**src/sv/dltq_pkg.sv**
```systemverilog
// Package for the delta-list timeout queue: opcodes, status codes and widths.
// No dependencies.
`timescale 1ns / 1ps
`default_nettype none
package dltq_pkg;
    localparam int DefEntries  = 16;
    localparam int DefTickBits = 32;
    localparam int MaxResults  = 16;

    localparam logic [1:0] OP_TICK   = 2'd0;
    localparam logic [1:0] OP_INSERT = 2'd1;
    localparam logic [1:0] OP_CANCEL = 2'd2;

    localparam logic [1:0] ST_OK          = 2'd0;
    localparam logic [1:0] ST_ZERO        = 2'd1;
    localparam logic [1:0] ST_WAITING     = 2'd2;
    localparam logic [1:0] ST_NOT_WAITING = 2'd3;

    typedef struct packed {
        logic [1:0]  opcode;
        logic [3:0]  entry_id;
        logic [31:0] timeout_ticks;
        logic [2:0]  object_type;
    } in_word_t;

    typedef struct packed {
        logic       is_expiry;
        logic [3:0] expired_entry;
        logic [2:0] expired_type;
        logic [1:0] status;
        logic       last;
    } out_word_t;
endpackage
`default_nettype wire

```
**src/sv/dltq_if.sv**
```systemverilog
// Valid/ready channel interface carrying one word of a given type.
// Depends on dltq_pkg.
`timescale 1ns / 1ps
`default_nettype none
interface dltq_if
    import dltq_pkg::*;
#(
    parameter type word_t = in_word_t
);
    logic  valid;
    logic  ready;
    word_t data;
    modport source (output valid, output data, input ready);
    modport sink (input valid, input data, output ready);
endinterface
`default_nettype wire

```
**src/sv/delta_list_timeout_queue_unit.sv**
```systemverilog
// Delta-list timeout queue: the list lives in one RAM word per entry.
// Depends on dltq_pkg, dltq_if and dltq_ram.
//
//  channel  | dir | word        | meaning
//  in_ch    | in  | in_word_t   | tick, insert or cancel
//  out_ch   | out | out_word_t  | acknowledgement or expiry report
//
// One item at a time. Every list access is a read of the entry RAM, whose read
// data is registered, followed by a write. Reset empties the list by clearing
// the waiting flags and the head; the RAM is not cleared. A stalled output
// holds the sequencer in place.
`timescale 1ns / 1ps
`default_nettype none
module delta_list_timeout_queue_unit
    import dltq_pkg::*;
#(
    parameter int ENTRIES   = DefEntries,
    parameter int TICK_BITS = DefTickBits
) (
    input wire logic clk,
    input wire logic rst_n,
    dltq_if.sink     in_ch,
    dltq_if.source   out_ch
);
    localparam int IW = $clog2(ENTRIES);
    localparam int LW = IW + 1;
    localparam int RW = TICK_BITS + 2 * LW + 3;
    localparam logic [LW-1:0] NIL = LW'(ENTRIES);

    typedef struct packed {
        logic [TICK_BITS-1:0] delta;
        logic [LW-1:0]        nxt;
        logic [LW-1:0]        prv;
        logic [2:0]           typ;
    } rec_t;

    localparam logic [3:0] S_IDLE  = 4'd0;
    localparam logic [3:0] S_WALKR = 4'd1;
    localparam logic [3:0] S_WALK  = 4'd2;
    localparam logic [3:0] S_INSN  = 4'd3;
    localparam logic [3:0] S_INSP  = 4'd4;
    localparam logic [3:0] S_ULR   = 4'd5;
    localparam logic [3:0] S_UL    = 4'd6;
    localparam logic [3:0] S_ULN   = 4'd8;
    localparam logic [3:0] S_ULP   = 4'd10;
    localparam logic [3:0] S_OUT   = 4'd11;
    localparam logic [3:0] S_TICKR = 4'd12;
    localparam logic [3:0] S_TICK  = 4'd13;

    logic [3:0]           state_reg, state_next;
    logic [ENTRIES-1:0]   wait_reg, wait_next;
    logic [LW-1:0]        head_reg, head_next;
    logic [IW-1:0]        id_reg, id_next;
    logic [2:0]           typ_reg, typ_next;
    logic [TICK_BITS-1:0] d_reg, d_next;
    logic [LW-1:0]        cur_reg, cur_next;
    logic [LW-1:0]        pv_reg, pv_next;
    logic                 is_tick_reg, is_tick_next;
    logic                 first_reg, first_next;
    logic                 more_reg, more_next;
    logic [4:0]           cnt_reg, cnt_next;
    rec_t                 rec_reg, rec_next;
    out_word_t            ow_reg, ow_next;
    logic                 ov_reg, ov_next;

    logic          we;
    logic [IW-1:0] waddr, raddr;
    rec_t          wdata, rdata;

    dltq_ram #(.WIDTH(RW), .DEPTH(ENTRIES)) u_ram (
        .clk(clk), .we(we), .waddr(waddr), .wdata(wdata),
        .raddr(raddr), .rdata(rdata)
    );

    in_word_t iw;
    assign iw = in_ch.data;
    assign in_ch.ready = (state_reg == S_IDLE) && !ov_reg;
    assign out_ch.valid = ov_reg;
    assign out_ch.data = ow_reg;

    logic id_ok;
    logic [TICK_BITS-1:0] tin;
    logic [TICK_BITS-1:0] sum_delta;
    assign id_ok = ({28'd0, iw.entry_id} < 32'(ENTRIES));
    assign tin = TICK_BITS'(64'(iw.timeout_ticks));
    assign sum_delta = rdata.delta + rec_reg.delta;

    always_comb
    begin
        state_next = state_reg;
        wait_next = wait_reg;
        head_next = head_reg;
        id_next = id_reg;
        typ_next = typ_reg;
        d_next = d_reg;
        cur_next = cur_reg;
        pv_next = pv_reg;
        is_tick_next = is_tick_reg;
        first_next = first_reg;
        more_next = more_reg;
        cnt_next = cnt_reg;
        rec_next = rec_reg;
        ow_next = ow_reg;
        ov_next = ov_reg;
        we = 1'b0;
        waddr = id_reg;
        wdata = rdata;
        raddr = cur_reg[IW-1:0];
        if (ov_reg && out_ch.ready)
        begin
            ov_next = 1'b0;
        end
        unique case (state_reg)
            S_IDLE:
            begin
                if (in_ch.valid && !ov_reg)
                begin
                    id_next = iw.entry_id[IW-1:0];
                    typ_next = iw.object_type;
                    is_tick_next = (iw.opcode == OP_TICK);
                    more_next = 1'b0;
                    ow_next = '{1'b0, iw.entry_id, iw.object_type, ST_OK, 1'b1};
                    if (iw.opcode == OP_TICK)
                    begin
                        if (head_reg != NIL)
                        begin
                            cur_next = head_reg;
                            first_next = 1'b1;
                            is_tick_next = 1'b1;
                            cnt_next = '0;
                            state_next = S_TICKR;
                        end
                    end
                    else if (iw.opcode == OP_INSERT)
                    begin
                        if (!id_ok)
                        begin
                            ow_next.status = ST_NOT_WAITING;
                            ov_next = 1'b1;
                        end
                        else if (tin == '0)
                        begin
                            ow_next.status = ST_ZERO;
                            ov_next = 1'b1;
                        end
                        else if (wait_reg[iw.entry_id[IW-1:0]])
                        begin
                            ow_next.status = ST_WAITING;
                            ov_next = 1'b1;
                        end
                        else
                        begin
                            d_next = tin;
                            cur_next = head_reg;
                            pv_next = NIL;
                            cnt_next = '0;
                            state_next = S_WALKR;
                        end
                    end
                    else if (iw.opcode == OP_CANCEL)
                    begin
                        if (!id_ok || !wait_reg[iw.entry_id[IW-1:0]])
                        begin
                            ow_next.expired_type = 3'd0;
                            ow_next.status = ST_NOT_WAITING;
                            ov_next = 1'b1;
                        end
                        else
                        begin
                            cur_next = {1'b0, iw.entry_id[IW-1:0]};
                            is_tick_next = 1'b0;
                            state_next = S_ULR;
                        end
                    end
                end
            end
            S_WALKR:
            begin
                // Walk ends at the list end or after ENTRIES steps.
                if (cur_reg == NIL || 32'(cnt_reg) >= 32'(ENTRIES))
                begin
                    cur_next = NIL;
                    state_next = S_INSN;
                end
                else
                begin
                    state_next = S_WALK;
                end
            end
            S_WALK:
            begin
                if (rdata.delta <= d_reg)
                begin
                    d_next = d_reg - rdata.delta;
                    pv_next = cur_reg;
                    cur_next = rdata.nxt;
                    cnt_next = cnt_reg + 5'd1;
                    state_next = S_WALKR;
                end
                else
                begin
                    // Successor: give up the part of its delta now held here.
                    we = 1'b1;
                    waddr = cur_reg[IW-1:0];
                    wdata = rdata;
                    wdata.delta = rdata.delta - d_reg;
                    wdata.prv = {1'b0, id_reg};
                    state_next = S_INSN;
                end
            end
            S_INSN:
            begin
                we = 1'b1;
                waddr = id_reg;
                wdata = '{d_reg, cur_reg, pv_reg, typ_reg};
                wait_next[id_reg] = 1'b1;
                raddr = pv_reg[IW-1:0];
                if (pv_reg == NIL)
                begin
                    head_next = {1'b0, id_reg};
                    ov_next = 1'b1;
                    state_next = S_OUT;
                end
                else
                begin
                    state_next = S_INSP;
                end
            end
            S_INSP:
            begin
                we = 1'b1;
                waddr = pv_reg[IW-1:0];
                wdata = rdata;
                wdata.nxt = {1'b0, id_reg};
                ov_next = 1'b1;
                state_next = S_OUT;
            end
            S_TICKR:
            begin
                raddr = cur_reg[IW-1:0];
                state_next = S_TICK;
            end
            S_TICK:
            begin
                if (first_reg && rdata.delta != '0)
                begin
                    first_next = 1'b0;
                    we = 1'b1;
                    waddr = cur_reg[IW-1:0];
                    wdata = rdata;
                    wdata.delta = rdata.delta - 1'b1;
                    if (rdata.delta == TICK_BITS'(1))
                    begin
                        state_next = S_TICKR;
                    end
                    else
                    begin
                        state_next = S_IDLE;
                    end
                end
                else if (rdata.delta == '0 && cnt_reg < 5'(MaxResults))
                begin
                    first_next = 1'b0;
                    id_next = cur_reg[IW-1:0];
                    is_tick_next = 1'b1;
                    raddr = cur_reg[IW-1:0];
                    state_next = S_UL;
                end
                else
                begin
                    state_next = S_IDLE;
                end
            end
            S_ULR:
            begin
                raddr = cur_reg[IW-1:0];
                state_next = S_UL;
            end
            S_UL:
            begin
                rec_next = rdata;
                wait_next[id_reg] = 1'b0;
                raddr = rdata.nxt[IW-1:0];
                if (rdata.prv == NIL)
                begin
                    head_next = rdata.nxt;
                end
                state_next = S_ULN;
            end
            S_ULN:
            begin
                raddr = rec_reg.prv[IW-1:0];
                if (rec_reg.nxt != NIL)
                begin
                    we = 1'b1;
                    waddr = rec_reg.nxt[IW-1:0];
                    wdata = rdata;
                    wdata.delta = sum_delta;
                    wdata.prv = rec_reg.prv;
                end
                // A tick goes on only if the new head also expires now.
                more_next = is_tick_reg && (rec_reg.nxt != NIL) && (sum_delta == '0)
                    && (cnt_reg < 5'(MaxResults - 1));
                state_next = S_ULP;
            end
            S_ULP:
            begin
                if (rec_reg.prv != NIL)
                begin
                    we = 1'b1;
                    waddr = rec_reg.prv[IW-1:0];
                    wdata = rdata;
                    wdata.nxt = rec_reg.nxt;
                end
                ow_next = '{is_tick_reg, 4'(id_reg), rec_reg.typ, ST_OK, 1'b1};
                if (is_tick_reg)
                begin
                    cnt_next = cnt_reg + 5'd1;
                    cur_next = rec_reg.nxt;
                    ow_next.last = !more_reg;
                end
                ov_next = 1'b1;
                state_next = S_OUT;
            end
            S_OUT:
            begin
                // Wait for the word to leave; a tick then goes on with the new head.
                if (ov_reg && out_ch.ready)
                begin
                    if (more_reg)
                    begin
                        state_next = S_TICKR;
                    end
                    else
                    begin
                        state_next = S_IDLE;
                    end
                end
            end
            default:
            begin
                state_next = S_IDLE;
            end
        endcase
    end

    always_ff @(posedge clk or negedge rst_n)
    begin
        if (!rst_n)
        begin
            state_reg <= S_IDLE;
            wait_reg <= '0;
            head_reg <= NIL;
            ov_reg <= 1'b0;
            more_reg <= 1'b0;
            cnt_reg <= '0;
            first_reg <= 1'b0;
            is_tick_reg <= 1'b0;
        end
        else
        begin
            state_reg <= state_next;
            wait_reg <= wait_next;
            head_reg <= head_next;
            ov_reg <= ov_next;
            more_reg <= more_next;
            cnt_reg <= cnt_next;
            first_reg <= first_next;
            is_tick_reg <= is_tick_next;
        end
    end

    always_ff @(posedge clk)
    begin
        id_reg <= id_next;
        typ_reg <= typ_next;
        d_reg <= d_next;
        cur_reg <= cur_next;
        pv_reg <= pv_next;
        rec_reg <= rec_next;
        ow_reg <= ow_next;
    end

    assert property (@(posedge clk) disable iff (!rst_n)
        in_ch.valid && in_ch.ready |-> state_reg == S_IDLE)
        else $error("word accepted while busy");
    assert property (@(posedge clk) disable iff (!rst_n)
        head_reg == NIL |-> wait_reg == '0)
        else $error("empty list with waiting entries");
    assert property (@(posedge clk) disable iff (!rst_n)
        cnt_reg <= 5'(MaxResults))
        else $error("expiry count overflow");
    assert property (@(posedge clk) disable iff (!rst_n)
        out_ch.valid && !out_ch.ready |=> out_ch.valid && $stable(out_ch.data))
        else $error("output word changed while stalled");
endmodule
`default_nettype wire

```
**src/sv/dltq_ram.sv**
```systemverilog
// Generic single-port-write, single-read RAM with registered read data.
// No dependencies.
`timescale 1ns / 1ps
`default_nettype none
module dltq_ram #(
    parameter int WIDTH = 8,
    parameter int DEPTH = 16
) (
    input  wire logic                     clk,
    input  wire logic                     we,
    input  wire logic [$clog2(DEPTH)-1:0] waddr,
    input  wire logic [WIDTH-1:0]         wdata,
    input  wire logic [$clog2(DEPTH)-1:0] raddr,
    output logic      [WIDTH-1:0]         rdata
);
    logic [WIDTH-1:0] mem [DEPTH];

    always_ff @(posedge clk)
    begin
        if (we)
        begin
            mem[waddr] <= wdata;
        end
        rdata <= mem[raddr];
    end
endmodule
`default_nettype wire

```
**src/flat_wrapper.sv**
```systemverilog
// flat-port wrapper written by rule: the top's interface ports become plain ports
module delta_list_timeout_queue_unit_flat import dltq_pkg::*;
#(
    parameter int ENTRIES   = DefEntries,
    parameter int TICK_BITS = DefTickBits
)
  (clk, rst_n, in_ch_valid, in_ch_data, in_ch_ready, out_ch_valid, out_ch_data, out_ch_ready);
  dltq_if #(.word_t(in_word_t)) in_ch_i ();
  dltq_if #(.word_t(out_word_t)) out_ch_i ();
  input wire logic clk;
  input wire logic rst_n;
  input wire logic [$bits(in_ch_i.valid)-1:0] in_ch_valid;
  input wire logic [$bits(in_ch_i.data)-1:0] in_ch_data;
  output wire logic [$bits(in_ch_i.ready)-1:0] in_ch_ready;
  output wire logic [$bits(out_ch_i.valid)-1:0] out_ch_valid;
  output wire logic [$bits(out_ch_i.data)-1:0] out_ch_data;
  input wire logic [$bits(out_ch_i.ready)-1:0] out_ch_ready;
  assign in_ch_i.valid = in_ch_valid;
  assign in_ch_i.data = in_ch_data;
  assign in_ch_ready = in_ch_i.ready;
  assign out_ch_valid = out_ch_i.valid;
  assign out_ch_data = out_ch_i.data;
  assign out_ch_i.ready = out_ch_ready;
  delta_list_timeout_queue_unit #(.ENTRIES(ENTRIES), .TICK_BITS(TICK_BITS)) u_core (.clk(clk), .rst_n(rst_n), .in_ch(in_ch_i), .out_ch(out_ch_i));
endmodule
```
**config.mk**
```make
export PLATFORM = sky130hd
export DESIGN_NAME = delta_list_timeout_queue_unit_flat
export DESIGN_NICKNAME = d
export VERILOG_FILES = /design/src/sv/dltq_pkg.sv /design/src/sv/dltq_if.sv /design/src/sv/delta_list_timeout_queue_unit.sv /design/src/sv/dltq_ram.sv /design/src/flat_wrapper.sv
export SDC_FILE = /design/constraint.sdc
export NUM_CORES = 2
export LEC_CHECK = 0
export ABC_AREA = 1
export ABC_CLOCK_PERIOD_IN_PS = 4900
export BUFFER_PORTS_ARGS = -buffer_cell sky130_fd_sc_hd__buf_2
export CAP_MARGIN = 20
export CORE_ASPECT_RATIO = 1.1
export CORE_MARGIN = 1.5
export CORE_UTILIZATION = 40
export CTS_BUF_LIST = sky130_fd_sc_hd__clkbuf_4 sky130_fd_sc_hd__clkbuf_8 sky130_fd_sc_hd__clkbuf_16
export CTS_CLUSTER_DIAMETER = 200
export DETAILED_ROUTE_END_ITERATION = 10
export GPL_TIMING_DRIVEN = 0
export SYNTH_ARGS = -nofsm -noshare
export SYNTH_HDL_FRONTEND = slang
export SYNTH_SLANG_ARGS = --single-unit
```
**constraint.sdc**
```tcl
create_clock -name clk -period 4.9 [get_ports clk]
set_clock_uncertainty 0.05 [all_clocks]
set_input_delay 0.245 -clock clk [delete_from_list [all_inputs] [get_ports clk]]
set_output_delay 0.245 -clock clk [all_outputs]
set_load 0.005 [all_outputs]
```
==> impl_results.html <==
<table>
<tr><th>Metric</th><th>Value</th></tr>
<tr><th colspan="2">Route</th></tr>
<tr><td>Violation count after the first detailed-routing iteration</td><td>3762</td></tr>
<tr><td>Drc violations</td><td>2</td></tr>
<tr><td>Detail-routed via count per cell</td><td>around 5.5</td></tr>
<tr><td>Wire length per cell</td><td>approximately 24 microns</td></tr>
<tr><td>Total routed wirelength</td><td>~160000 microns</td></tr>
<tr><td>Number of nets with antenna violations after detailed routing</td><td>0</td></tr>
<tr><td>Total via count after detailed routing</td><td>about 36000</td></tr>
<tr><td>Number of detailed-route iterations in the first pass</td><td>9</td></tr>
<tr><th colspan="2">Floorplan</th></tr>
<tr><td>Num rows</td><td>around 130</td></tr>
<tr><td>Effective utilization at floorplan</td><td>0.4050</td></tr>
<tr><td>Chip Width</td><td>around 330 microns</td></tr>
<tr><td>IO Count</td><td>58</td></tr>
<tr><td>Die Area</td><td>~0.12 sq mm</td></tr>
<tr><td>Core Box Area</td><td>around 0.11 sq mm</td></tr>
<tr><td>Die span in y</td><td>about 360 microns</td></tr>
<tr><th colspan="2">Global route</th></tr>
<tr><td>Global-route wire length before repair</td><td>around 230000 microns</td></tr>
<tr><td>Global-route total usage across every layer</td><td>0.2694</td></tr>
<tr><td>GRT overflow</td><td>0</td></tr>
<tr><td>Vias in the first global route</td><td>35169</td></tr>
<tr><td>Number of antenna violations at the first check in global routing</td><td>1</td></tr>
<tr><td>Pin count of the biggest net entering global routing</td><td>between 50 and 60</td></tr>
<tr><th colspan="2">Clock tree</th></tr>
<tr><td>Clock insertion delay at the later pin of the skew report</td><td>a little under 700 ps</td></tr>
<tr><td>TritonCTS buffer count</td><td>96</td></tr>
<tr><td>Clk slew on worst S/H paths</td><td>around 60 ps</td></tr>
<tr><td>Maximum root-to-sink buffer count</td><td>3</td></tr>
<tr><td>CTS tree</td><td>built</td></tr>
<tr><td>Htree depth</td><td>3</td></tr>
<tr><td>TritonCTS sink count</td><td>904</td></tr>
<tr><td>Clk Tree Root Cell</td><td>sky130_fd_sc_hd__clkbuf_16</td></tr>
<tr><th colspan="2">Timing</th></tr>
<tr><td>Setup repair after global routing missed its margin</td><td>yes</td></tr>
<tr><td>Minimum clock period</td><td>4767 ps</td></tr>
<tr><td>Post-Route Setup TNS</td><td>0 ps</td></tr>
<tr><td>Fin crit share</td><td>0.9728</td></tr>
<tr><td>Tightest hold margin</td><td>between 70 and 80 ps</td></tr>
<tr><td>Maximum frequency from static timing analysis</td><td>0.2098 GHz</td></tr>
<tr><td>Post-route worst setup slack</td><td>roughly 130 ps</td></tr>
<tr><td>Max-slew violation count</td><td>0</td></tr>
<tr><td>Final setup violation count</td><td>0</td></tr>
<tr><td>Relative slew slack</td><td>0.2044</td></tr>
<tr><td>Total count of hold-check failures in the final report</td><td>0</td></tr>
<tr><td>Actual slew at the worst max-slew pin</td><td>~1200 ps</td></tr>
<tr><th colspan="2">Critical path</th></tr>
<tr><td>Critical-path maximum fanout</td><td>10</td></tr>
<tr><td>Cell chain of the critical path</td><td>inv_1 -&gt; ha_1 -&gt; buf_2 -&gt; nand2_1 -&gt; nor2_1 -&gt; nand2_1 -&gt; inv_1 -&gt; nand4_2 -&gt; nand2_4 -&gt; nand2_4 -&gt; o21ai_1 -&gt; nand2_2 -&gt; nor2_2</td></tr>
<tr><td>Critical path's slowest cell</td><td>sky130_fd_sc_hd__nor2_2</td></tr>
<tr><td>Worst path top cell family by delay</td><td>simple AND/OR/NAND/NOR gates</td></tr>
<tr><td>Worst reg2reg endpoint</td><td>u_core.u_ram.mem[15][1]</td></tr>
<tr><td>Setup crit start kind</td><td>flop</td></tr>
<tr><td>Required arrival time at the worst endpoint</td><td>5150 ps</td></tr>
<tr><td>Sum of buffers and inverters on the critical path</td><td>3</td></tr>
<tr><td>Worst reg2reg path depth</td><td>13</td></tr>
<tr><td>Crit-path max cell delay</td><td>~740 ps</td></tr>
<tr><td>Critical Path End Type</td><td>flop</td></tr>
<tr><td>Register-to-Register Setup Slack</td><td>between 100 and 150 ps</td></tr>
<tr><td>Startpoint-to-endpoint class of the critical path</td><td>reg2reg</td></tr>
<tr><td>Launch instance of the worst register-to-register path</td><td>u_core.u_ram.rdata[38]</td></tr>
<tr><td>Arrival time of data at the critical path endpoint</td><td>around 5000 ps</td></tr>
<tr><th colspan="2">Yosys</th></tr>
<tr><td>Mean instance size in the synthesized netlist</td><td>9.643 sq um</td></tr>
<tr><td>Flop and latch count out of synthesis</td><td>between 900 and 1000</td></tr>
<tr><td>Total number of yosys warnings</td><td>0</td></tr>
<tr><td>Total nets after synthesis</td><td>around 4900</td></tr>
<tr><td>Gate count of the mapped netlist</td><td>~4700</td></tr>
<tr><td>Count of different cell masters after synthesis</td><td>57</td></tr>
<tr><td>Proportion of synthesized flip-flops having asynchronous set or reset</td><td>0.03761</td></tr>
<tr><td>Cell area after synthesis</td><td>~0.046 sq mm</td></tr>
<tr><td>Synth area leader</td><td>sky130_fd_sc_hd__edfxtp_1</td></tr>
<tr><td>Commonest register cell after synthesis</td><td>sky130_fd_sc_hd__edfxtp_1</td></tr>
<tr><td>Share of the synthesized area in the top cell type</td><td>0.5415</td></tr>
<tr><td>Portion of the post-synthesis area used by sequential elements</td><td>0.5798</td></tr>
<tr><td>Cell types occupying the most area after synthesis</td><td>sky130_fd_sc_hd__edfxtp_1, sky130_fd_sc_hd__nand2_1, sky130_fd_sc_hd__o211ai_1</td></tr>
<tr><td>Number of synthesized flops with an enable pin</td><td>just over 800</td></tr>
<tr><th colspan="2">Min path</th></tr>
<tr><td>Hold Path Depth</td><td>3</td></tr>
<tr><td>Min-Delay Endpoint</td><td>u_core.id_reg[0]</td></tr>
<tr><td>Class of the tightest hold or removal check</td><td>in2reg</td></tr>
<tr><td>Worst hold start</td><td>in_ch_data[35]</td></tr>
<tr><th colspan="2">Placed design</th></tr>
<tr><td>Count of input and output buffers</td><td>57</td></tr>
<tr><td>Worst Setup Slack post-DPL</td><td>-631.0 ps</td></tr>
<tr><td>Hpwl dp</td><td>116600 microns</td></tr>
<tr><td>Final GP Congestion</td><td>~1.0</td></tr>
<tr><th colspan="2">Outcome</th></tr>
<tr><td>Outcome</td><td>complete, but fails checks</td></tr>
<tr><td>Violated checks</td><td>DRC</td></tr>
<tr><th colspan="2">Layout</th></tr>
<tr><td>Layout overhead on the synthesized area</td><td>14.89%</td></tr>
<tr><td>Fraction of layout cells with a size suffix above 1</td><td>0.1054</td></tr>
<tr><td>Number of filler instances in the final layout</td><td>~11000</td></tr>
<tr><td>Multi-input gate area</td><td>between 0.015 and 0.02 sq mm</td></tr>
<tr><td>Count of nets after finishing</td><td>5158</td></tr>
<tr><td>Largest register FFs</td><td>approximately 700</td></tr>
<tr><td>Area taken by flip-flops and latches</td><td>0.02656 sq mm</td></tr>
<tr><th colspan="2">Run</th></tr>
<tr><td>Max Cap Violations</td><td>0</td></tr>
</table>
cells in the mapped netlist (all sizes together) (6+ instances only):
cell type / instances
o221ai: 9
nor3: 32
nor4: 7
o22ai: 23
nand2: 1095
o21ai: 169
a21o: 8
o2111ai: 6
a211oi: 10
a21oi: 151
o21bai: 21
edfxtp: 825
nor2: 344
buf: 145
clkbuf: 53
inv: 699
ha: 101
nand3: 413
nand3b: 20
dfxtp: 45
a31oi: 13
xor2: 50
dfrtp: 33
nand4: 52
o211ai: 386
placed cells by master (no fill, tap or decap), types with 20 or more instances in the layout:
master and n:
sky130_fd_sc_hd__o22ai_1 23, sky130_fd_sc_hd__buf_6 20, sky130_fd_sc_hd__o211ai_1 386, sky130_fd_sc_hd__o21ai_0 149
sky130_fd_sc_hd__nand3b_1 20, sky130_fd_sc_hd__a21oi_1 150, sky130_fd_sc_hd__dfxtp_1 25, sky130_fd_sc_hd__clkbuf_1 49
sky130_fd_sc_hd__xor2_1 50, sky130_fd_sc_hd__dlygate4sd3_1 39, sky130_fd_sc_hd__clkbuf_4 30, sky130_fd_sc_hd__buf_12 22
sky130_fd_sc_hd__nor2_1 310, sky130_fd_sc_hd__nand3_1 410, sky130_fd_sc_hd__nor3_1 29, sky130_fd_sc_hd__nand4_1 51
sky130_fd_sc_hd__clkbuf_16 99, sky130_fd_sc_hd__edfxtp_1 825, sky130_fd_sc_hd__inv_1 679, sky130_fd_sc_hd__nor2_4 25
sky130_fd_sc_hd__buf_4 69, sky130_fd_sc_hd__nand2_1 1073, sky130_fd_sc_hd__dfrtp_1 33, sky130_fd_sc_hd__ha_1 99
sky130_fd_sc_hd__buf_2 132
logic make-up after synthesis:
group,after synthesis,synth area share
XOR/XNOR,55,0.01053
AND/OR/NAND/NOR,1970,0.1830
AO/OA/AOI/OAI,814,0.1158
buffers and inverters,898,0.08198
flip-flops,904,0.5798
adder cells (fa/ha/maj),104,0.02893
routing by layer:
| metal | up-vias | global-route usage | part of all wire |
|---|---|---|---|
| li1 | 16863 | - | - |
| met1 | 17345 | 0.3416 | 0.40 |
| met2 | 1516 | 0.4510 | 0.47 |
| met3 | 369 | 0.03894 | 0.074 |
| met4 | 0 | 0.1367 | 0.058 |
| met5 | - | 0 | 0 |
worst max path at each step:
stage | slack, ps | from | depth (start not counted) | end
2_1_floorplan | 70 | u_core.state_reg[1] | 7 | u_core.d_reg[0]
3_3_place_gp | -3420 | u_core.state_reg[1] | 7 | u_core.d_reg[12]
3_5_place_dp | -630 | u_core.u_ram.rdata[37] | 15 | u_core.u_ram.mem[0][44]
4_1_cts | -140 | u_core.u_ram.rdata[32] | 14 | u_core.u_ram.mem[15][27]
5_1_grt | -20 | u_core.u_ram.rdata[13] | 20 | u_core.u_ram.mem[1][23]
6_report | 130 | u_core.u_ram.rdata[38] | 13 | u_core.u_ram.mem[15][1]
worst register-to-register path: stages (launching register included):
cell	delay, ps
sky130_fd_sc_hd__dfxtp_2	600
sky130_fd_sc_hd__inv_1	220
sky130_fd_sc_hd__ha_1	320
sky130_fd_sc_hd__buf_2	210
sky130_fd_sc_hd__nand2_1	130
sky130_fd_sc_hd__nor2_1	300
sky130_fd_sc_hd__nand2_1	140
sky130_fd_sc_hd__inv_1	140
sky130_fd_sc_hd__nand4_2	220
sky130_fd_sc_hd__nand2_4	250
sky130_fd_sc_hd__nand2_4	170
sky130_fd_sc_hd__o21ai_1	450
sky130_fd_sc_hd__nand2_2	450
sky130_fd_sc_hd__nor2_2	740
what timing repair did:
| action | 4_1_cts | 5_1_grt |
|---|---|---|
| gates resized for setup | 11 | 33 |
| cloned | 5 | 6 |
| pin swaps | 14 | 15 |
| setup endpoints to repair | 1018 | 625 |
| hold endpoints to repair | 78 | 0 |
| hold buffers | 39 | 0 |
| buffers inserted | 7 | 18 |
per-stage QoR:
step	util	instances	instance area, sq um
after floorplan	-	4745	45750
after global placement	0.4242	6308	47920
after detailed placement	0.4301	6341	48590
after CTS	0.4623	6566	52240
after global routing	0.4652	6591	52560
final	0.4652	6593	52570
cell type report:
| type | count | area share |
|---|---|---|
| buffer | 198 | 0.02135 |
| antenna | 2 | 0.00009521 |
| clock buffer | 131 | 0.05206 |
| multi-input combinational | 2954 | 0.2998 |
| inverter | 700 | 0.05010 |
| clock inverter | 43 | 0.007379 |
| timing repair buffer | 155 | 0.02813 |
| sequential | 904 | 0.5052 |
| tap | 1506 | 0.03585 |
Power is left out: the tool's default activity adds up to more than one toggle a clock period on the data nets, which glitch-free logic cannot reach.
